$ cat src/transient_slot_pool_with_aging_assert.svh
// ----------------------------------------------------------------------------
// Assertion macros for the transient slot pool
// Concurrent property checks, clocked on clk and held off during reset.
// ----------------------------------------------------------------------------
`ifndef TRANSIENT_SLOT_POOL_WITH_AGING_ASSERT_SVH
`define TRANSIENT_SLOT_POOL_WITH_AGING_ASSERT_SVH
`ifndef NO_ASSERTIONS
// Property that must hold at every edge outside reset
`define TSPA_ASSERT(lbl, prop) \
	lbl: assert property (@(posedge clk) disable iff (!arst_n) (prop)) \
		else $error("tspa assertion failed");
// Implication whose consequent is checked in the cycle after the antecedent
`define TSPA_ASSERT_NEXT(lbl, ante, cons) \
	lbl: assert property (@(posedge clk) disable iff (!arst_n) (ante) |=> (cons)) \
		else $error("tspa assertion failed");
`else
`define TSPA_ASSERT(lbl, prop)
`define TSPA_ASSERT_NEXT(lbl, ante, cons)
`endif
`endif

$ cat src/tspa_pkg.sv
// ----------------------------------------------------------------------------
// tspa_pkg
// Types and codes shared by the transient slot pool.
// ----------------------------------------------------------------------------
`default_nettype none
package tspa_pkg;

	// request modes
	localparam logic [1:0] MODE_ACQUIRE = 2'd0;
	localparam logic [1:0] MODE_BEGIN   = 2'd1;
	localparam logic [1:0] MODE_END     = 2'd2;
	localparam logic [1:0] MODE_NONE    = 2'd3;

	// configuration register indexes
	localparam logic CFG_KEEP_FRAMES   = 1'b0;
	localparam logic CFG_RELEASE_DELAY = 1'b1;

	// releases per begin-frame item
	localparam int unsigned MAX_RELEASES = 16;

	typedef struct packed {
		logic [1:0]  mode;
		logic [31:0] frame_number;
		logic [63:0] descriptor_key;
		logic [15:0] first_pass;
		logic [15:0] last_pass;
	} in_t;

	typedef struct packed {
		logic [3:0]  entry_index;
		logic [15:0] resource_id;
		logic        created;
		logic        table_full;
		logic        released_valid;
		logic [4:0]  evicted_count;
		logic        pending_overflow;
		logic        last;
	} out_t;

	typedef struct packed {
		logic [63:0] key;
		logic [31:0] busy_frame;
		logic [15:0] busy_until;
		logic [31:0] last_used;
		logic [15:0] resource;
	} slot_t;

	typedef struct packed {
		logic [31:0] due;
		logic [15:0] resource;
	} pend_t;

	typedef enum logic [3:0] {
		ST_IDLE,
		ST_ZERO,
		ST_ACQ_RD,
		ST_ACQ_CMP,
		ST_BEG_RD,
		ST_BEG_CMP,
		ST_BEG_FIN,
		ST_END_RD,
		ST_END_CMP,
		ST_END_MV
	} state_t;

endpackage
`default_nettype wire

$ cat src/transient_slot_pool_with_aging.sv
// ----------------------------------------------------------------------------
// transient_slot_pool_with_aging
// First-fit pool of keyed resources with aging eviction and deferred release.
// ----------------------------------------------------------------------------
// The slot table and the pending-release list each live in a single-port
// synchronous memory and are walked one entry at a time. An acquire reads
// and compares each slot in turn until a hit or the end of the table; an
// end frame compares each slot and moves the last slot into an evicted
// one's place; a begin frame compares each pending entry. Results leave
// through an output register, so a stalled consumer holds the walk only
// when a further result is ready to go. Configuration is taken while idle.
`default_nettype none
module transient_slot_pool_with_aging #(
	parameter int unsigned POOL_SLOTS    = 16,
	parameter int unsigned PENDING_DEPTH = 16
) (
	input  wire logic            clk,
	input  wire logic            arst_n,
	input  wire logic            in_valid,
	output      logic            in_stall,
	input  wire tspa_pkg::in_t   in_data,
	output      logic            out_valid,
	input  wire logic            out_stall,
	output      tspa_pkg::out_t  out_data,
	input  wire logic            cfg_valid,
	output      logic            cfg_ready,
	input  wire logic            cfg_index,
	input  wire logic [7:0]      cfg_data
);

	localparam int SW = $clog2(POOL_SLOTS);
	localparam int PW = $clog2(PENDING_DEPTH);
	localparam logic [SW:0] SLOTS_C = (SW+1)'(POOL_SLOTS);
	localparam logic [PW:0] PEND_C  = (PW+1)'(PENDING_DEPTH);
	localparam logic [4:0]  MAXR_C  = 5'(tspa_pkg::MAX_RELEASES);

	// memories
	tspa_pkg::slot_t slot_mem [POOL_SLOTS];
	tspa_pkg::pend_t pend_mem [PENDING_DEPTH];
	tspa_pkg::slot_t slot_rd_q;
	tspa_pkg::pend_t pend_rd_q;

	logic            slot_re, slot_we, pend_re, pend_we;
	logic [SW-1:0]   slot_raddr, slot_waddr;
	logic [PW-1:0]   pend_raddr, pend_waddr;
	tspa_pkg::slot_t slot_wdata;
	tspa_pkg::pend_t pend_wdata;

	// control and working registers
	tspa_pkg::state_t state_q, state_d;
	tspa_pkg::in_t    req_q, req_d;
	tspa_pkg::out_t   out_q, out_d;
	logic             out_valid_q, out_valid_d;
	logic [SW:0]      idx_q, idx_d, slot_count_q, slot_count_d;
	logic [PW:0]      pend_count_q, pend_count_d, keep_q, keep_d;
	logic [31:0]      cur_q, cur_d, due_q, due_d;
	logic [15:0]      next_id_q, next_id_d, hold_id_q, hold_id_d;
	logic             hold_v_q, hold_v_d, ovf_q, ovf_d;
	logic [4:0]       n_q, n_d, ev_q, ev_d;
	logic [7:0]       keep_frames_q, release_delay_q;

	logic             out_free, hit, due_now, idle_old;
	logic [32:0]      due_sum;

	assign out_free  = !out_valid_q || !out_stall;
	assign in_stall  = (state_q != tspa_pkg::ST_IDLE);
	assign cfg_ready = (state_q == tspa_pkg::ST_IDLE);
	assign out_valid = out_valid_q;
	assign out_data  = out_q;

	// compare terms on the registered read data
	assign hit = (slot_rd_q.key == req_q.descriptor_key) &&
		!((slot_rd_q.busy_frame == cur_q) && (slot_rd_q.busy_until >= req_q.first_pass));
	assign due_now  = (pend_rd_q.due <= cur_q) && (n_q < MAXR_C);
	assign idle_old = ({1'b0, slot_rd_q.last_used} + {25'd0, keep_frames_q}) < {1'b0, cur_q};
	assign due_sum  = {1'b0, cur_q} + {25'd0, release_delay_q};

	// next state, memory control and results
	always_comb begin
		state_d      = state_q;
		req_d        = req_q;
		out_d        = out_q;
		out_valid_d  = out_valid_q && out_stall;
		idx_d        = idx_q;
		slot_count_d = slot_count_q;
		pend_count_d = pend_count_q;
		keep_d       = keep_q;
		cur_d        = cur_q;
		due_d        = due_q;
		next_id_d    = next_id_q;
		hold_id_d    = hold_id_q;
		hold_v_d     = hold_v_q;
		ovf_d        = ovf_q;
		n_d          = n_q;
		ev_d         = ev_q;
		slot_re      = 1'b0;
		slot_we      = 1'b0;
		slot_raddr   = idx_q[SW-1:0];
		slot_waddr   = idx_q[SW-1:0];
		slot_wdata   = slot_rd_q;
		pend_re      = 1'b0;
		pend_we      = 1'b0;
		pend_raddr   = idx_q[PW-1:0];
		pend_waddr   = keep_q[PW-1:0];
		pend_wdata   = pend_rd_q;
		unique case (state_q)
			tspa_pkg::ST_IDLE: begin
				if (in_valid) begin
					req_d = in_data;
					idx_d = '0;
					case (in_data.mode)
						tspa_pkg::MODE_ACQUIRE: state_d = tspa_pkg::ST_ACQ_RD;
						tspa_pkg::MODE_BEGIN: begin
							cur_d    = in_data.frame_number;
							keep_d   = '0;
							n_d      = '0;
							hold_v_d = 1'b0;
							state_d  = tspa_pkg::ST_BEG_RD;
						end
						tspa_pkg::MODE_END: begin
							ev_d    = '0;
							ovf_d   = 1'b0;
							due_d   = due_sum[32] ? 32'hFFFF_FFFF : due_sum[31:0];
							state_d = tspa_pkg::ST_END_RD;
						end
						default: state_d = tspa_pkg::ST_ZERO;
					endcase
				end
			end
			tspa_pkg::ST_ZERO: begin
				if (out_free) begin
					out_d       = '0;
					out_d.last  = 1'b1;
					out_valid_d = 1'b1;
					state_d     = tspa_pkg::ST_IDLE;
				end
			end
			// acquire: first-fit walk, append on miss
			tspa_pkg::ST_ACQ_RD: begin
				if (idx_q >= slot_count_q) begin
					if (out_free) begin
						out_d       = '0;
						out_d.last  = 1'b1;
						out_valid_d = 1'b1;
						state_d     = tspa_pkg::ST_IDLE;
						if (slot_count_q == SLOTS_C) begin
							out_d.table_full = 1'b1;
						end else begin
							slot_we      = 1'b1;
							slot_waddr   = slot_count_q[SW-1:0];
							slot_wdata   = '{req_q.descriptor_key, cur_q, req_q.last_pass,
								cur_q, next_id_q};
							out_d.entry_index = 4'(slot_count_q[SW-1:0]);
							out_d.resource_id = next_id_q;
							out_d.created     = 1'b1;
							next_id_d    = next_id_q + 16'd1;
							slot_count_d = slot_count_q + 1'b1;
						end
					end
				end else begin
					slot_re = 1'b1;
					state_d = tspa_pkg::ST_ACQ_CMP;
				end
			end
			tspa_pkg::ST_ACQ_CMP: begin
				if (hit) begin
					if (out_free) begin
						slot_we    = 1'b1;
						slot_wdata = '{slot_rd_q.key, cur_q, req_q.last_pass, cur_q,
							slot_rd_q.resource};
						out_d             = '0;
						out_d.entry_index = 4'(idx_q[SW-1:0]);
						out_d.resource_id = slot_rd_q.resource;
						out_d.last        = 1'b1;
						out_valid_d       = 1'b1;
						state_d           = tspa_pkg::ST_IDLE;
					end
				end else begin
					idx_d   = idx_q + 1'b1;
					state_d = tspa_pkg::ST_ACQ_RD;
				end
			end
			// begin frame: release due ids, compact the rest
			tspa_pkg::ST_BEG_RD: begin
				if ({{(SW > PW ? 0 : PW-SW){1'b0}}, idx_q} >= {{(PW > SW ? 0 : SW-PW){1'b0}},
						pend_count_q}) begin
					state_d = tspa_pkg::ST_BEG_FIN;
				end else begin
					pend_re = 1'b1;
					state_d = tspa_pkg::ST_BEG_CMP;
				end
			end
			tspa_pkg::ST_BEG_CMP: begin
				if (due_now) begin
					if (!hold_v_q || out_free) begin
						if (hold_v_q) begin
							out_d                = '0;
							out_d.resource_id    = hold_id_q;
							out_d.released_valid = 1'b1;
							out_valid_d          = 1'b1;
						end
						hold_v_d  = 1'b1;
						hold_id_d = pend_rd_q.resource;
						n_d       = n_q + 5'd1;
						idx_d     = idx_q + 1'b1;
						state_d   = tspa_pkg::ST_BEG_RD;
					end
				end else begin
					pend_we = 1'b1;
					keep_d  = keep_q + 1'b1;
					idx_d   = idx_q + 1'b1;
					state_d = tspa_pkg::ST_BEG_RD;
				end
			end
			tspa_pkg::ST_BEG_FIN: begin
				if (out_free) begin
					out_d                = '0;
					out_d.resource_id    = hold_v_q ? hold_id_q : 16'd0;
					out_d.released_valid = hold_v_q;
					out_d.last           = 1'b1;
					out_valid_d          = 1'b1;
					pend_count_d         = keep_q;
					state_d              = tspa_pkg::ST_IDLE;
				end
			end
			// end frame: evict idle slots, move the last slot into the gap
			tspa_pkg::ST_END_RD: begin
				if (idx_q >= slot_count_q) begin
					if (out_free) begin
						out_d                  = '0;
						out_d.evicted_count    = ev_q;
						out_d.pending_overflow = ovf_q;
						out_d.last             = 1'b1;
						out_valid_d            = 1'b1;
						state_d                = tspa_pkg::ST_IDLE;
					end
				end else begin
					slot_re = 1'b1;
					state_d = tspa_pkg::ST_END_CMP;
				end
			end
			tspa_pkg::ST_END_CMP: begin
				if (idle_old) begin
					if (pend_count_q < PEND_C) begin
						pend_we      = 1'b1;
						pend_waddr   = pend_count_q[PW-1:0];
						pend_wdata   = '{due_q, slot_rd_q.resource};
						pend_count_d = pend_count_q + 1'b1;
					end else begin
						ovf_d = 1'b1;
					end
					if (ev_q != 5'd31) ev_d = ev_q + 5'd1;
					slot_re      = 1'b1;
					slot_raddr   = SW'(slot_count_q - 1'b1);
					slot_count_d = slot_count_q - 1'b1;
					state_d      = tspa_pkg::ST_END_MV;
				end else begin
					idx_d   = idx_q + 1'b1;
					state_d = tspa_pkg::ST_END_RD;
				end
			end
			tspa_pkg::ST_END_MV: begin
				slot_we = 1'b1;
				state_d = tspa_pkg::ST_END_RD;
			end
			default: state_d = tspa_pkg::ST_IDLE;
		endcase
	end

	// state register
	always_ff @(posedge clk or negedge arst_n) begin
		if (!arst_n) begin
			state_q <= tspa_pkg::ST_IDLE;
		end else begin
			state_q <= state_d;
		end
	end

	// control registers
	always_ff @(posedge clk or negedge arst_n) begin
		if (!arst_n) begin
			out_valid_q     <= 1'b0;
			slot_count_q    <= '0;
			pend_count_q    <= '0;
			cur_q           <= '0;
			next_id_q       <= '0;
			hold_v_q        <= 1'b0;
			keep_frames_q   <= 8'd2;
			release_delay_q <= 8'd2;
		end else begin
			out_valid_q  <= out_valid_d;
			slot_count_q <= slot_count_d;
			pend_count_q <= pend_count_d;
			cur_q        <= cur_d;
			next_id_q    <= next_id_d;
			hold_v_q     <= hold_v_d;
			if (cfg_valid && cfg_ready) begin
				if (cfg_index == tspa_pkg::CFG_KEEP_FRAMES) keep_frames_q <= cfg_data;
				else release_delay_q <= cfg_data;
			end
		end
	end

	// working registers
	always_ff @(posedge clk) begin
		req_q     <= req_d;
		out_q     <= out_d;
		idx_q     <= idx_d;
		keep_q    <= keep_d;
		due_q     <= due_d;
		hold_id_q <= hold_id_d;
		ovf_q     <= ovf_d;
		n_q       <= n_d;
		ev_q      <= ev_d;
	end

	// slot memory
	always_ff @(posedge clk) begin
		if (slot_we) slot_mem[slot_waddr] <= slot_wdata;
		if (slot_re) slot_rd_q <= slot_mem[slot_raddr];
	end

	// pending memory
	always_ff @(posedge clk) begin
		if (pend_we) pend_mem[pend_waddr] <= pend_wdata;
		if (pend_re) pend_rd_q <= pend_mem[pend_raddr];
	end

	`include "transient_slot_pool_with_aging_assert.svh"

	`TSPA_ASSERT(a_slot_bound, slot_count_q <= SLOTS_C)
	`TSPA_ASSERT(a_pend_bound, pend_count_q <= PEND_C)
	`TSPA_ASSERT_NEXT(a_accept_busy, in_valid && !in_stall, in_stall)
	`TSPA_ASSERT(a_no_double_access, !(slot_re && slot_we) && !(pend_re && pend_we))

endmodule
`default_nettype wire
$ cat config.mk
export PLATFORM = sky130hd
export DESIGN_NAME = transient_slot_pool_with_aging
export DESIGN_NICKNAME = d
export VERILOG_FILES = /design/src/tspa_pkg.sv /design/src/transient_slot_pool_with_aging.sv
export VERILOG_INCLUDE_DIRS = /design/src /design/src/src
export SDC_FILE = /design/constraint.sdc
export NUM_CORES = 2
export LEC_CHECK = 0
export BUFFER_PORTS_ARGS = -buffer_cell sky130_fd_sc_hd__clkbuf_2
export CORE_UTILIZATION = 50
export CTS_BUF_LIST = sky130_fd_sc_hd__clkbuf_8
export DETAILED_ROUTE_END_ITERATION = 10
export GPL_TIMING_DRIVEN = 0
export PLACE_DENSITY_LB_ADDON = 0.08
export SLEW_MARGIN = 15
export SYNTH_ARGS = -nofsm -noshare
export SYNTH_HDL_FRONTEND = slang
export SYNTH_SLANG_ARGS = --single-unit
export TNS_END_PERCENT = 20
$ cat constraint.sdc
create_clock -name clk -period 28.8 [get_ports clk]
set_clock_uncertainty 0.15 [all_clocks]
set_input_delay 1.44 -clock clk [delete_from_list [all_inputs] [get_ports clk]]
set_output_delay 1.44 -clock clk [all_outputs]
set_load 0.005 [all_outputs]
==> flow_summary_export.csv <==
group,metric,value,unit
sta,slew_headroom,4.22,%
cells_and_area,drive_above_1_share,24.8,%
placed_design,hpwlAfterDp,351,mm
sta,tightest_slew,1440,ps
synth,synth_edf_count,3731,
setup_path,cpPeakStageDelay,950,ps
synth,synthAdderAreaFrac,1.00,%
synth,synth_compound_area_share,5.35,%
synth,synth_top_family_by_area,"multiplexers",
floorplan,fp.dieH,552,um
clock_network,clkTransAtPathRegs,70,ps
floorplan,die-area,305000,um^2
sta,drv_slew,0,
synth,syn_inst,8190,
sta,setup_viol,0,
synth,synth-seq-area-share,75.4,%
global_route,track_usage,33.1,%
clock_network,post_cts_buffers,0,
synth,yosys_warnings,0,
setup_path,crit_family,"compound AO/OA/AOI/OAI gates",
clock_network,cts_sinks,3811,
setup_path,worstPathArrival,10770,ps
synth,synthSimpleGateAreaFrac,3.87,%
status,status,"finished clean",
floorplan,ios,177,
placed_design,io_buffer_count,176,
synth,synthXorXnorAreaFrac,1.05,%
floorplan,row_count,201,
sta,tns,0,ps
sta,period_minus_slack,10090,ps
setup_path,critPathRequiredTime,29470,ps
synth,synth.area.mux_share,11.6,%
job,drv_cap,0,
synth,syn_nets,8454,
routing,drc_errors,0,
global_route,grt_max_degree,54,
routing,viasPerCell,6.46,
pwr,power_density,97.5,nW/um^2
routing,firstDrtPassIters,6,
floorplan,start_util,50.3,%
synth,ys_ff_latch,3811,
floorplan,core,300000,um^2
routing,antenna_left,0,
synth,yosysTopAreaCellShare,74.1,%
global_route,antenna_found_initial,44,
setup_path,path_buf_inv,4,
sta,grt_setup_unrepaired,"no",
routing,wl,505,mm
clock_network,cts_buffers,622,
synth,synthArstFlopShare,2.10,%
synth,synth_top_cell_by_area,"edfxtp_1",
setup_path,crit_path_top_delay_cell,"edfxtp_1",
routing,via_count,88800,
routing,routedWlPerCell,36.7,um
floorplan,die_w,552,um
placed_design,routabilityCongestion,0.896,
global_route,grt_pass1_wl,687,mm
cells_and_area,area_growth,15.9,%
setup_path,crit_fanout,12,
pwr,ir_worst_vdd,72.6,uV
global_route,grt_pass1_vias,86900,
clock_network,clk_path_buf_depth,4,
clock_network,cts_htree_levels,6,
cells_and_area,fillers,22700,
clock_network,cts_tree,"yes",
clock_network,worstSkewPairLatency,1220,ps
sta,fmax,0.0991,GHz
synth,avgSynthCellArea,18.5,um^2
setup_path,start_kind,"register",
synth,synth_ff_type,"edfxtp_1",
synth,synthTopCellsByArea,"edfxtp_1, mux4_2, mux2_2, nand2_1, dfrtp_1",
synth,synth.cell_area,151000,um^2
routing,drtIter0Drc,13300,
cells_and_area,final_util,58.4,%
clock_network,cts_root_buffer,"clkbuf_8",
sta,final-hold-violation-count,0,
pwr,total_leakage_power,0.0582,uW
cells_and_area,design.final.nets,9570,
worst_hold_path,hp-class,"input port to register",
setup_path,path_class,"register to register",
setup_path,endpoint_kind,"register",
global_route,grt_overflow,0,
synth,ys_types,80,
sta,period_share,35.0,%
Yosys cell counts (31+ instances only):
cell and number:
mux4_2 610, edfxtp_1 3731, buf_2 114, a211oi_1 64, nand2_1 720, mux2i_1 50
dfrtp_1 78, clkbuf_1 287, a21oi_1 281, a31oi_1 35, nand3_1 201, and3_1 45
a311o_1 34, a32o_1 33, nor4_1 31, xnor2_1 128, buf_1 53, a221oi_1 100
ha_1 118, inv_1 134, o22ai_1 123, a22oi_1 57, nor2_1 117, xor2_1 53
nor3_1 87, o21ai_0 227, mux2_2 295, nand4_1 48
registers in the layout, indices dropped and copies added (netlist names), 8 cells and up:
name and cells:
cur_q 32, release_delay_q 8, hold_id_q 16, slot_rd_q 160, req_q 96, slot_mem 2560
next_id_q 16, due_q 32, out_data 30, pend_rd_q 48, keep_frames_q 8, pend_mem 768
cells in the final DEF, fill, tap and decap left out, drive strengths merged, types with 10 or more instances in the layout:
master      n
a22o       22
a311o      34
clkbuf   1105
a22oi      57
clkinv    175
nand3     202
buf       501
o21ai     243
dfrtp      78
o221ai     23
nor4       32
nand2b     12
a2111oi    37
a32o       33
edfxtp   3731
a222oi     16
a21o       29
nor2b      10
mux4      610
a21oi     282
nand4      48
diode      25
a211oi     65
xor2       53
inv       393
nand2     722
xnor2     128
a31oi      35
o311ai     23
o22ai     123
a221oi    100
nor2      117
and3       45
nor3       90
ha        118
mux2i      50
mux2      295
o31ai      17
worst paths after layout:
path                                from               end  slack [ps]  cells past startpoint
setup / recovery           slot_rd_q[16]     slot_rd_q[17]       18710                     26
hold / removal                in_data[0]          req_q[0]         240                      1
setup reg to reg           slot_rd_q[16]     slot_rd_q[17]       18710                     26
hold reg to reg             pend_rd_q[1]      hold_id_q[1]         280                      0
max in group asynchronous         arst_n  keep_frames_q[1]       27190                      3
min in group asynchronous         arst_n         cur_q[25]         550                      2
layout make-up:
type,count,area (um^2),share of cell area (%)
plain buffers,478,2120,1.21
multi-input cells,3766,35000,20.0
well taps,3958,4950,2.83
flip-flops and latches,3811,114000,65.1
inverters,135,507,0.289
clock inverters,449,2370,1.35
clock buffers,637,8770,5.00
repair buffers,492,7480,4.27
diodes,25,62.6,0.0357
layer usage:
| metal | vias up | part of all wire, % | global-route usage, % |
|---|---|---|---|
| li1 | 35600 | - | - |
| met1 | 46500 | 39 | 45.8 |
| met2 | 5608 | 45 | 50.3 |
| met3 | 1028 | 10 | 6.97 |
| met4 | 8 | 5.3 | 16.3 |
| met5 | - | 0.011 | 0 |
repair_timing:
| action | in CTS | in global routing |
|---|---|---|
| resized for setup | 0 | 0 |
| hold buffers | 1 | 0 |
| hold endpoints to repair | 29 | 0 |
per-stage QoR:
step                      hold slack, ps  cells  worst slack (ps)  area [um^2]  power (uW)
after floorplan                      276   8190              7530       151000       10300
after global placement               280  12300            -19330       157000       12700
after detailed placement             286  12600             19300       164000       12700
after CTS                            148  13700             19220       175000       17100
after global routing                 228  13700             18910       175000       17600
final                                245  13800             18710       175000       17100
kinds of logic after synthesis:
group | count (synthesis)
flops | 3811
xor+xnor | 181
fa+ha+maj | 120
compound gates | 1196
simple gates | 1314
mux | 955
buf+inv | 613
power by group:
group	leakage (uW)	switching [uW]	internal (uW)	total, uW
Clock	0.00651	2210	2140	4350
Combinational	0.0170	3640	1790	5430
Sequential	0.0346	314	6990	7300
No activity file was read; power rests on OpenSTA's default activity.
